`config.mk`:
```
export PLATFORM = sky130hd
export DESIGN_NAME = bpa_ram
export DESIGN_NICKNAME = d
export VERILOG_FILES = /design/src/sv/bpa_ram.sv
export SDC_FILE = /design/constraint.sdc
export NUM_CORES = 1
export LEC_CHECK = 0
export BUFFER_PORTS_ARGS = -buffer_cell sky130_fd_sc_hd__buf_4
export CORE_AREA = 10 10 112 114
export CTS_CLUSTER_DIAMETER = 200
export DETAILED_ROUTE_END_ITERATION = 16
export DIE_AREA = 0 0 122 124
export GPL_TIMING_DRIVEN = 0
export PLACE_DENSITY = 0.69
export SKIP_LAST_GASP = 1
export SYNTH_ARGS = -nofsm -noshare
export SYNTH_HDL_FRONTEND = slang
export SYNTH_SLANG_ARGS = --single-unit
```
`constraint.sdc`:
```
create_clock -name clk -period 1.96 [get_ports clk]
set_input_delay 0.294 -clock clk [delete_from_list [all_inputs] [get_ports clk]]
set_output_delay 0.294 -clock clk [all_outputs]
set_load 0.005 [all_outputs]
```
`src/sv/bpa_ram.sv`:
```
`default_nettype none
// ----------------------------------------------------------------------------
// bpa_ram: generic single-write, single-read RAM
// One write port and one read port, read data registered.
// ----------------------------------------------------------------------------
module bpa_ram #(
  parameter int WIDTH = 8,
  parameter int DEPTH = 16
) (
  input  wire logic                     clk,
  input  wire logic                     we,
  input  wire logic [$clog2(DEPTH)-1:0] waddr,
  input  wire logic [WIDTH-1:0]         wdata,
  input  wire logic                     re,
  input  wire logic [$clog2(DEPTH)-1:0] raddr,
  output      logic [WIDTH-1:0]         rdata
);

  logic [WIDTH-1:0] mem [DEPTH];
  logic [WIDTH-1:0] rdata_r;

  // Write port
  always_ff @(posedge clk) begin
    if (we) begin
      mem[waddr] <= wdata;
    end
  end

  // Registered read port
  always_ff @(posedge clk) begin
    if (re) begin
      rdata_r <= mem[raddr];
    end
  end

  assign rdata = rdata_r;

endmodule
`default_nettype wire

```
==> impl_results.md <==
- Status: finished clean
- DR pass1 iterations: 4
- Setup repair bufs after CTS: 0
- Worst Hold Class: input port to flip-flop
- Drt wl/cell: 23.14 um
- Mean post-synth cell area: 22.83 sq um
- Synthesized cell area: 5228 sq um
- Site row count: 37
- Peak supply drop: 0.5423 mV
- PD cells: 1128 nW/um^2
- Lkg Pwr: 2.088 nW
- Seq. cell area: 4084 sq um
- CP Cell Sequence: mux4_2 > a22oi_1 > nand2_1
- Starting Density: 0.5109
- Final hold violations: 0
- GP Congestion: 0.7245
- Final period utilization: 0.8059
- Seq/Total Area, Yosys: 0.7812
- CTS tree: done
- N_diodes: 0
- Synth top area share: 0.7812
- Multi-input gate area: 1062 sq um
- GRT Util Overall: 0.1394
- Syn_nets: 248
- Post-synth top area cell: edfxtp_1
- Number of global-route vias before repair: 2509
- Vias per inst: 5.713
- RR Endpoint: rdata[7]
- Max-cap viol count: 0
- Clk slew on worst S/H paths: 0.06 ns
- Cts hold-fix bufs: 0
- Final WL: 9766 um
- Skew final: 0.005658 ns
- Total CTS buffers: 17
- Area contributors post-synth: edfxtp_1 (78%), mux4_2 (7.8%), mux4_1 (7.0%)
- Final Critical Period: 1.580 ns
- Reg2reg start: mem[3][7]
- Total die area: 15130 sq um
- Crit-path max cell delay: 0.48 ns
- Reg-to-reg slack, setup: 0.38 ns
- Clk sinks: 136
- DIE WIDTH: 122 um
- Clock Latency Late Sink: 0.52 ns
- I/O pin total: 27
- CTS root buf: clkbuf_8
- Unrepaired setup endpoints after global routing: false
- CP Max Fanout: 1
- Critical Path Stages: 3
- Worst Path Buf+Inv: 0
- Actual slew at the worst max-slew pin: 1.197 ns
- Mapped Cells: 229
- Largest net degree at the start of global routing: 17
- Setup crit end: rdata[7]
- Setup crit end kind: flip-flop
- Gr ovfl total: 0
- Worst Setup Start Kind: flip-flop
- Setup violators final: 0
- Critical path arrival: 1.83 ns
- Cell variety after synth: 18
- Rel. slew slack: 0.1959
- Setup ws final: 0.3805 ns
- CTS resizes: 0
- First-pass GRT wire length: 14730 um
- Yosys reg bits: 136
- Pwr Total: 7.033 mW
- Layout cells sized above 1: 0.2972
- Critical path type: flip-flop to flip-flop
- FF-to-FF path depth: 3
- Synth warnings: 0
- Area delta synth->final: 19.29%
- Vias: 2411
- DR DRC count: 0
- FILL cells: 718
- Final antenna-violating net count: 0
- Initial antenna violation count: 0
- Critical-path top delay cell: mux4_2
- Die Y: 124 um
- 1st-iter DRT viols: 213
- Clock Tree Buf Depth: 2
- Core ar.: 10230 sq um
- DP Wirelength: 6297 um
- Worst Setup SP: mem[3][7]
- CP required: 2.21 ns
- Net count, final: 292
- # port buffers: 25
- Slew Viols, Final: 0
- H-tree depth: 4
- Pre-CTS setup slack: -0.4297 ns
- Peak Freq: 0.6331 GHz
- Largest delay contributor family on the critical path: multiplexers
==> routing by layer <==
layer / share of wire / wire [um] / track usage
met1: 0.39 / 3818 / 0.1737
met4: 0.018 / 179 / 0.07973
met2: 0.50 / 4873 / 0.2083
met5: 0 / 0 / 0
met3: 0.092 / 894 / 0.04977
==> Yosys cell counts (all sizes together) <==
| master | number |
|---|---|
| edfxtp | 136 |
| mux4 | 32 |
| a22oi | 16 |
| nor2 | 13 |
| nand2 | 9 |
| buf | 7 |
| nor3 | 4 |
| clkdlybuf4s25 | 3 |
| nand2b | 2 |
| nand3b | 2 |
| and2 | 1 |
| and2b | 1 |
| nand3 | 1 |
| nor2b | 1 |
| or3b | 1 |
==> layout make-up <==
| cell class | instances | share of cell area |
|---|---|---|
| Tap cell | 136 | 0.02729 |
| Clock inverter | 15 | 0.03712 |
| Clock buffer | 17 | 0.06641 |
| Sequential cell | 136 | 0.6549 |
| Timing Repair Buffer | 25 | 0.03010 |
| Multi-Input combinational cell | 83 | 0.1703 |
| Buffer | 10 | 0.01384 |
==> registers in the layout (all words and copies together) (netlist names) <==
signal,flops
rdata,8
mem,128
==> report_power, final <==
group / internal (mW) / switching [mW] / leakage [nW] / total [mW]
Combinational: 0.144 / 0.177 / 0.540 / 0.321
Clock: 2.30 / 1.12 / 0.312 / 3.42
Sequential: 3.28 / 0.0146 / 1.24 / 3.29
Total: 5.72 / 1.31 / 2.09 / 7.03
==> worst min-delay path by stage <==
stage | from | end | cells after the start
2_1_floorplan | wdata[0] | mem[0][0] | 0
3_3_place_gp | re | rdata[3] | 1
3_5_place_dp | re | rdata[2] | 1
4_1_cts | re | rdata[2] | 1
5_1_grt | re | rdata[2] | 1
6_report | re | rdata[6] | 1
==> layout by cell type (no fill, tap or decap) <==
cell type | synthesis | layout
a22oi_1 | 16 | 16
and2_1 | 1 | 1
and2b_1 | 1 | 1
buf_2 | 3 | 3
buf_4 | 1 | 26
buf_6 | 3 | 3
bufinv_16 | 0 | 6
clkbuf_16 | 0 | 16
clkbuf_8 | 0 | 1
clkdlybuf4s25_2 | 3 | 3
clkinv_1 | 0 | 2
clkinv_2 | 0 | 4
clkinv_4 | 0 | 1
clkinvlp_4 | 0 | 2
edfxtp_1 | 136 | 136
mux4_1 | 14 | 14
mux4_2 | 18 | 18
nand2_1 | 9 | 9
nand2b_1 | 2 | 2
nand3_1 | 1 | 1
nand3b_1 | 2 | 2
nor2_1 | 13 | 13
nor2b_1 | 1 | 1
nor3_1 | 4 | 3
nor3_2 | 0 | 1
or3b_2 | 1 | 1
==> metrics by stage <==
stage / cell area, sq um / TNS, ns / instances / hold WS [ns] / util
finish: 6236 / 0 / 422 / 0.05586 / 0.6095
floorplan: 5228 / 0 / 229 / 0.3929 / -
global route: 6236 / 0 / 422 / 0.04139 / 0.6095
detailed placement: 5585 / -4.443 / 390 / 0.5818 / 0.5459
global placement: 5585 / -4.393 / 390 / 0.5728 / 0.5459
CTS: 6231 / 0 / 422 / 0.03330 / 0.6090
==> cells by family after synthesis <==
logic type,after synthesis,share of synthesized area
flops,136,0.7812
compound gates,16,0.02298
buf+inv,10,0.01651
simple gates,35,0.03136
mux,32,0.1479
Note: power is estimated with default switching activity, not from simulation.
