<file path="src/sv/bpa_pkg.sv">
`default_nettype none
// ----------------------------------------------------------------------------
// bpa_pkg: shared types and constants for the buddy page allocator
// Pool geometry, widths, status and request codes, node result, round_pow2.
// ----------------------------------------------------------------------------
package bpa_pkg;

  // Pool geometry
  localparam int POOL_PAGES = 1024;
  localparam int LEVELS     = $clog2(POOL_PAGES);
  localparam int NODES      = 2 * POOL_PAGES - 1;
  localparam int IDX_W      = $clog2(NODES);
  localparam int VAL_W      = LEVELS + 1;

  // Field widths
  localparam int OFF_W       = 10;
  localparam int PAGES_W     = 11;
  localparam int RND_W       = PAGES_W + 1;
  localparam int STATUS_W    = 2;
  localparam int IN_TDATA_W  = 24;
  localparam int OUT_TDATA_W = 32;

  // Result status codes
  localparam logic [STATUS_W-1:0] ST_OK       = 2'd0;
  localparam logic [STATUS_W-1:0] ST_NO_SPACE = 2'd1;
  localparam logic [STATUS_W-1:0] ST_BAD_FREE = 2'd2;
  localparam logic [STATUS_W-1:0] ST_BAD_SIZE = 2'd3;

  // Request kinds
  localparam logic REQ_ALLOC = 1'b0;
  localparam logic REQ_FREE  = 1'b1;

  // Node unit result
  typedef struct packed {
    logic [VAL_W-1:0] merge;    // new parent value
    logic             ge_n;     // node value covers the request
    logic             is_zero;  // node fully allocated
  } node_res_t;

  // Smallest power of two not below n (independent compares, smallest wins)
  function automatic logic [RND_W-1:0] round_pow2(input logic [PAGES_W-1:0] n);
    logic [RND_W-1:0] r;
    r = RND_W'(1) << (RND_W - 1);
    for (int k = RND_W - 1; k >= 0; k--) begin
      if ((RND_W'(1) << k) >= RND_W'(n)) begin
        r = RND_W'(1) << k;
      end
    end
    return r;
  endfunction

endpackage
`default_nettype wire

</file>
<file path="src/sv/bpa_node_unit.sv">
`default_nettype none
// ----------------------------------------------------------------------------
// bpa_node_unit: shared compare and merge unit for tree nodes
// Compares a node value against the request size and merges two children.
// ----------------------------------------------------------------------------
module bpa_node_unit (
  input  wire logic                      free_mode,
  input  wire logic [bpa_pkg::VAL_W-1:0] node_val,  // value read from the tree
  input  wire logic [bpa_pkg::VAL_W-1:0] child_val, // freshly written child
  input  wire logic [bpa_pkg::VAL_W-1:0] req_size,
  input  wire logic [bpa_pkg::VAL_W-1:0] par_size,  // subtree size of parent
  output      bpa_pkg::node_res_t        res
);

  logic [bpa_pkg::VAL_W:0]   sum;
  logic [bpa_pkg::VAL_W-1:0] larger;

  // Larger child and buddy sum
  assign larger = (node_val > child_val) ? node_val : child_val;
  assign sum    = {1'b0, node_val} + {1'b0, child_val};

  // Free merges two whole buddies into one block
  always_comb begin
    res.merge = larger;
    if (free_mode && (sum == {1'b0, par_size})) begin
      res.merge = par_size;
    end
    res.ge_n    = (node_val >= req_size);
    res.is_zero = (node_val == '0);
  end

endmodule
`default_nettype wire

</file>
<file path="config.mk">
export PLATFORM = sky130hd
export DESIGN_NAME = bpa_node_unit
export DESIGN_NICKNAME = d
export VERILOG_FILES = /design/src/sv/bpa_pkg.sv /design/src/sv/bpa_node_unit.sv
export SDC_FILE = /design/constraint.sdc
export NUM_CORES = 1
export LEC_CHECK = 0
export BUFFER_PORTS_ARGS = -buffer_cell sky130_fd_sc_hd__buf_4
export CORE_MARGIN = 2
export CORE_UTILIZATION = 35
export DETAILED_ROUTE_END_ITERATION = 7
export GPL_TIMING_DRIVEN = 0
export SLEW_MARGIN = 0
export SYNTH_ARGS = -nofsm -noshare
export SYNTH_HDL_FRONTEND = slang
export SYNTH_SLANG_ARGS = --single-unit
</file>
<file path="constraint.sdc">
create_clock -name vclk -period 4.7
set_input_delay 0.235 -clock vclk [all_inputs]
set_output_delay 0.235 -clock vclk [all_outputs]
set_load 0.05 [all_outputs]
</file>
==> results.ini, run 1 <==
[clock_network]
ctsHoldBuffers = 0
cts_resized = 0
cts_setup_buffers = 0

[finish]
drive_above_1_share = 0.329
diodes = 0
nClkBuffers = 0
syn2layout_area_growth_pct = 32.8
fillCellCount = 456
seq_cell_count = 0
seq_area_sq_um = 0
final_cells = 301
fin_util = 0.475
nets = 330
multi_input_area_sq_um = 1390

[timing]
fin_tns_setup_ns = 0
fmax_mhz = 284
max-slew-margin-rel = 0.546
post-route-min-period_ns = 3.52
timing.final.crit_share = 0.750
setup_viol = 0
drv_slew = 0
worstMarginPinSlew_ns = 0.681
hold_viol = 0
fin_ws_ns = 1.18
rsz0062_at_grt = no

[setup_path]
startpoint = node_val[4]
critical_path_class = in2out
required_ns = 4.47
cp-start-kind = primary input
cp_data_arrival_time_ns = 3.29
crit_path_end_kind = output pin
crit_fanout = 10

[route]
drt_pre_antenna_iters = 4
drt-initial-drc-count = 60
routed_wl_um = 3760
antenna_left = 0
wl_per_cell_um = 12.5
avgViaCountPerCell = 4.97
vias = 1495
drcViolationCount = 0

[synthesis]
synth_area_sq_um = 1530
ys_types = 40
synth_nets = 270
synth-seq-area-share = 0
syn_inst = 191
avgSynthCellArea_sq_um = 7.99
yosys_warnings = 0

[power]
ir_worst_vdd_mv = 0.0589
pwr_density_cell_nw_per_um2 = 135
power.total_uw = 274
power.leakage_nw = 1.02

[global_route]
overflow = 0
grt_usage = 0.156
antenna_found_initial = 0
grt_pass1_vias = 1492
grt_max_degree = 11
grt_pass1_wl_um = 6590

[min_path]
hold_depth = 3
hold_start = node_val[2]
holdPathEnd = res[0]
hp-class = in2out

[floorplanning]
coreArea_sq_um = 4260
chipHeight_um = 70.0
boundaryPins = 58
die_w_um = 70.0
initial_utilization = 0.358
rows = 24
die_area_sq_um = 4900

[place]
hpwlAfterDp_um = 3250
globalplace.congestion = 0.803
place_ws_ns = 1.17
place_inst = 301
io_buffers = 58

[status]
status = completed

[flow_run]
drv_cap = 0

[metal layers]
layer | wire (um) | GRT usage | up-vias
met5 | 0 | 0 | -
li1 | - | - | 799
met1 | 1860 | 0.227 | 663
met3 | 134 | 0.00577 | 2
met2 | 1750 | 0.268 | 31
met4 | 21 | 0.00855 | 0
[worst max-delay path by stage]
stage               endpoint  slack [ns]  depth (start not counted)
global placement      res[6]        1.16                         11
CTS                   res[7]        1.16                         11
floorplan            res[10]        1.61                         10
global route          res[6]        1.01                         12
finish                res[7]        1.18                         11
detailed placement    res[5]        1.17                         11
[critical path, cell delays in order]
cell and delay, ns:
buf_4 0.13, ha_1 0.39, nor3_1 0.20, o21ai_1 0.11, a211o_1 0.37, a2111o_1 0.42
a311o_1 0.35, nor4_4 0.34, buf_6 0.24, mux2_4 0.32, buf_4 0.19
[final cells by class]
class	instances	area share
Multi-Input combinational cell	157	0.686
Timing Repair Buffer	58	0.215
Inverter	29	0.0537
Tap cell	52	0.0321
Buffer	5	0.0136
[cell usage in the layout (no fill, tap or decap), types with 2 or more instances in the layout]
master      n
o211ai_1    3
nor3b_1     2
ha_1       33
nand2_1     5
a21oi_1    10
xor2_1      5
mux2_4     10
xnor2_1    11
clkbuf_1    3
a21o_1      3
nand4_1     4
inv_1      29
o2111ai_1   2
o21bai_1    2
nor2b_1     7
o21a_1      4
mux2_2     11
nor4_1      4
nor2_1      6
nor3_1      7
o21ai_0     8
buf_4      58
o21ai_1     3
and3_1      2
[power breakdown]
part,internal [mW],leakage (nW),switching [mW]
combinational,0.125,1.02,0.149
clock,0,0,0
sequential,0,0,0
total,0.125,1.02,0.149
[cell usage after synthesis (all sizes together)]
cell      n  area share
nand2     5       0.012
o21ai    11       0.036
o211a     1      0.0066
o21bai    2      0.0098
a21o      3       0.015
ha       33        0.27
xor2      5       0.029
a211oi    1      0.0049
nand3b    1      0.0049
a311o     1      0.0066
nor3      7       0.023
nor2b     7       0.029
clkbuf    3      0.0074
o211ai    3       0.015
or4       1      0.0049
or3       1      0.0041
inv      29       0.071
a21oi    10       0.033
and3      2      0.0082
nor3b     2      0.0098
buf       2       0.011
o21a      4       0.020
a2111o    1      0.0074
xnor2    11       0.063
nand4     4       0.016
o2111ai   2       0.011
a31oi     1      0.0041
a2111oi   1      0.0057
a221oi    1      0.0057
nand2b    1      0.0041
fa        1       0.013
nor2      6       0.015
a211o     1      0.0057
nor4      5       0.030
mux2     22        0.19
[metrics by stage]
stage               area, sq um  hold slack (ns)
floorplan                  1530            0.648
global placement           2030            0.813
detailed placement         2030            0.811
CTS                        2030            0.813
global route               2030            0.827
finish                     2030            0.811
[kinds of logic after synthesis]
family          count (synthesis)  share of synthesized area
xor+xnor                       16                     0.0919
mux                            22                      0.187
buf+inv                        34                     0.0894
compound gates                 43                      0.186
fa+ha+maj                      34                      0.284
simple gates                   42                      0.162
Note: power is estimated with default switching activity, not from simulation.
==> inputs of run 2 (changes only) <==
clock period = 3.4 ns   (was 4.7 ns; I/O delays follow)
==> run 2 against run 1 <==
Core utilization increased by 1.2 points. Global-route usage increased by 0.21 points. Die area unchanged. Critical path type unchanged. Highest routed layer unchanged.
==> results.ini, run 2 (same netlist as run 1, synthesis figures left out) <==
[global_route]
grt_util_met2 = 0.270  ; +0.00212
grt_pass1_wl_um = 6650  ; +0.94%
antenna_found_initial = 0  ; unchanged
overflow = 0  ; unchanged
use_met3 = 0.00577  ; unchanged
grt-busiest-layer = met2
grt_usage = 0.158  ; +0.00209
grt_max_degree = 11  ; unchanged
grt_pass1_vias = 1497  ; +0.34%
grt_use_met1 = 0.231  ; +0.00435

[place]
hpwlAfterDp_um = 3250  ; unchanged
place_inst = 301  ; unchanged
globalplace.congestion = 0.803  ; unchanged
io_buffers = 58  ; unchanged

[floorplanning]
chipHeight_um = 70.0  ; unchanged
boundaryPins = 58  ; unchanged
die_w_um = 70.0  ; unchanged
initial_utilization = 0.358  ; unchanged
coreArea_sq_um = 4260  ; unchanged
die_area_sq_um = 4900  ; unchanged
rows = 24  ; unchanged

[power]
ir_worst_vdd_mv = 0.0822  ; +40%
pwr_density_cell_nw_per_um2 = 186  ; +38%
power.leakage_nw = 1.03  ; +1.1%

[timing]
fmax_mhz = 303
timing.final.crit_share = 0.970
drv_slew = 0  ; unchanged
worstMarginPinSlew_ns = 0.688  ; +0.00763 ns
hold_ws_ns = 0.684  ; -0.127 ns
max-slew-margin-rel = 0.541  ; -0.00508
setup_viol = 0  ; unchanged
post-route-min-period_ns = 3.30
hold_viol = 0  ; unchanged

[setup_path]
cp_top_family = compound AO/OA/AOI/OAI gates
crit_buf_inv = 4  ; +1
required_ns = 3.23  ; -1.24 ns
crit_path_end_kind = output pin
crit_fanout = 7  ; -3
cp-start-kind = primary input
startpoint = child_val[4]
critical_path_class = in2out
cp_data_arrival_time_ns = 3.13  ; -0.16 ns
worstPathCellList = buf_4, inv_1, ha_2, nor3b_2, nor3_1, a211o_1, a2111o_1, a311o_1, nor4_4, buf_6, mux2_4, buf_4
critPathSlowestCell = a311o_1
critPathMaxStageDelay_ns = 0.39  ; -0.03 ns
cpMostUsedCell = buf_4

[route]
drcViolationCount = 0  ; unchanged
drt-initial-drc-count = 57  ; -5.0%
drt_pre_antenna_iters = 4  ; unchanged
avgViaCountPerCell = 5.05  ; +1.6%
antenna_left = 0  ; unchanged
wl_per_cell_um = 13.0  ; +4.4%
routed_wl_um = 3950  ; +5.1%
vias = 1529  ; +2.3%

[clock_network]
ctsHoldBuffers = 0  ; unchanged

[status]
status = completed

[finish]
diodes = 0  ; unchanged
final_cells = 303  ; +0.66%
nets = 332  ; +0.61%
seq_cell_count = 0  ; unchanged
syn2layout_area_growth_pct = 36.2
final_cell_mix = 60 x buf_4, 30 x ha_1, 29 x inv_1
seq_area_sq_um = 0  ; unchanged
layout_commonest_cell = buf_4
drive_above_1_share = 0.359  ; +0.0292
nClkBuffers = 0  ; unchanged

[min_path]
holdPathEnd = res[0]
hold_start = node_val[2]
hold_depth = 3  ; unchanged
hp-class = in2out

[flow_run]
drv_cap = 0  ; unchanged

==> run 2: cell count changes in the layout (fill, tap and decap cells not counted), sizes merged <==
| cell | previous run | this run |
|---|---|---|
| buf | 60 | 62 |
==> run 2: worst max-delay path by stage <==
| stage | to | depth (start not counted) |
|---|---|---|
| finish | res[7] | 12 |
| detailed placement | res[5] | 11 |
| CTS | res[7] | 11 |
| floorplan | res[10] | 10 |
| global route | res[6] | 12 |
| global placement | res[6] | 11 |
==> run 2: worst min-delay path, delay by kind of cell <==
kind	cells	cell delay (ns)
buffers and inverters	2	0.29
AND/OR/NAND/NOR	1	0.05
==> run 2: repair_timing <==
action                     4_1_cts  5_1_grt
pin swaps                        1        5
setup endpoints to repair       10       10
cloned                           1        0
buffers inserted                 0        2
gates resized for setup          2        7
==> run 2: area by class of cell <==
class | instances | area [sq um]
Fill cell | 456 | 2190
Tap cell | 52 | 65.1
Multi-Input combinational cell | 157 | 1420
Timing Repair Buffer | 61 | 462
Buffer | 4 | 22.5
Inverter | 29 | 109
==> run 2: per-stage QoR <==
stage | power (mW) | utilization | setup WS [ns] | area, sq um | setup TNS, ns
5_1_grt | 0.424 | 0.487 | -0.0178 | 2080 | -0.0939
2_1_floorplan | 0.263 | - | 0.436 | 1530 | 0
4_1_cts | 0.382 | 0.478 | 0.0539 | 2040 | 0
6_report | 0.387 | 0.487 | 0.101 | 2080 | 0
3_5_place_dp | 0.380 | 0.475 | -0.00255 | 2030 | -0.0101
3_3_place_gp | 0.377 | 0.475 | -0.00800 | 2030 | -0.0227
==> run 2: layer usage <==
layer / up-vias / routed length (um) / share of wire
li1: 804 / - / -
met1: 682 / 1890 / 0.48
met2: 41 / 1890 / 0.48
met3: 2 / 150 / 0.038
met4: 0 / 21 / 0.0053
met5: - / 0 / 0
==> run 2: report_power, final <==
part	internal, mW	total [mW]	switching, mW
combinational	0.177	0.387	0.210
sequential	0	0	0
clock	0	0	0
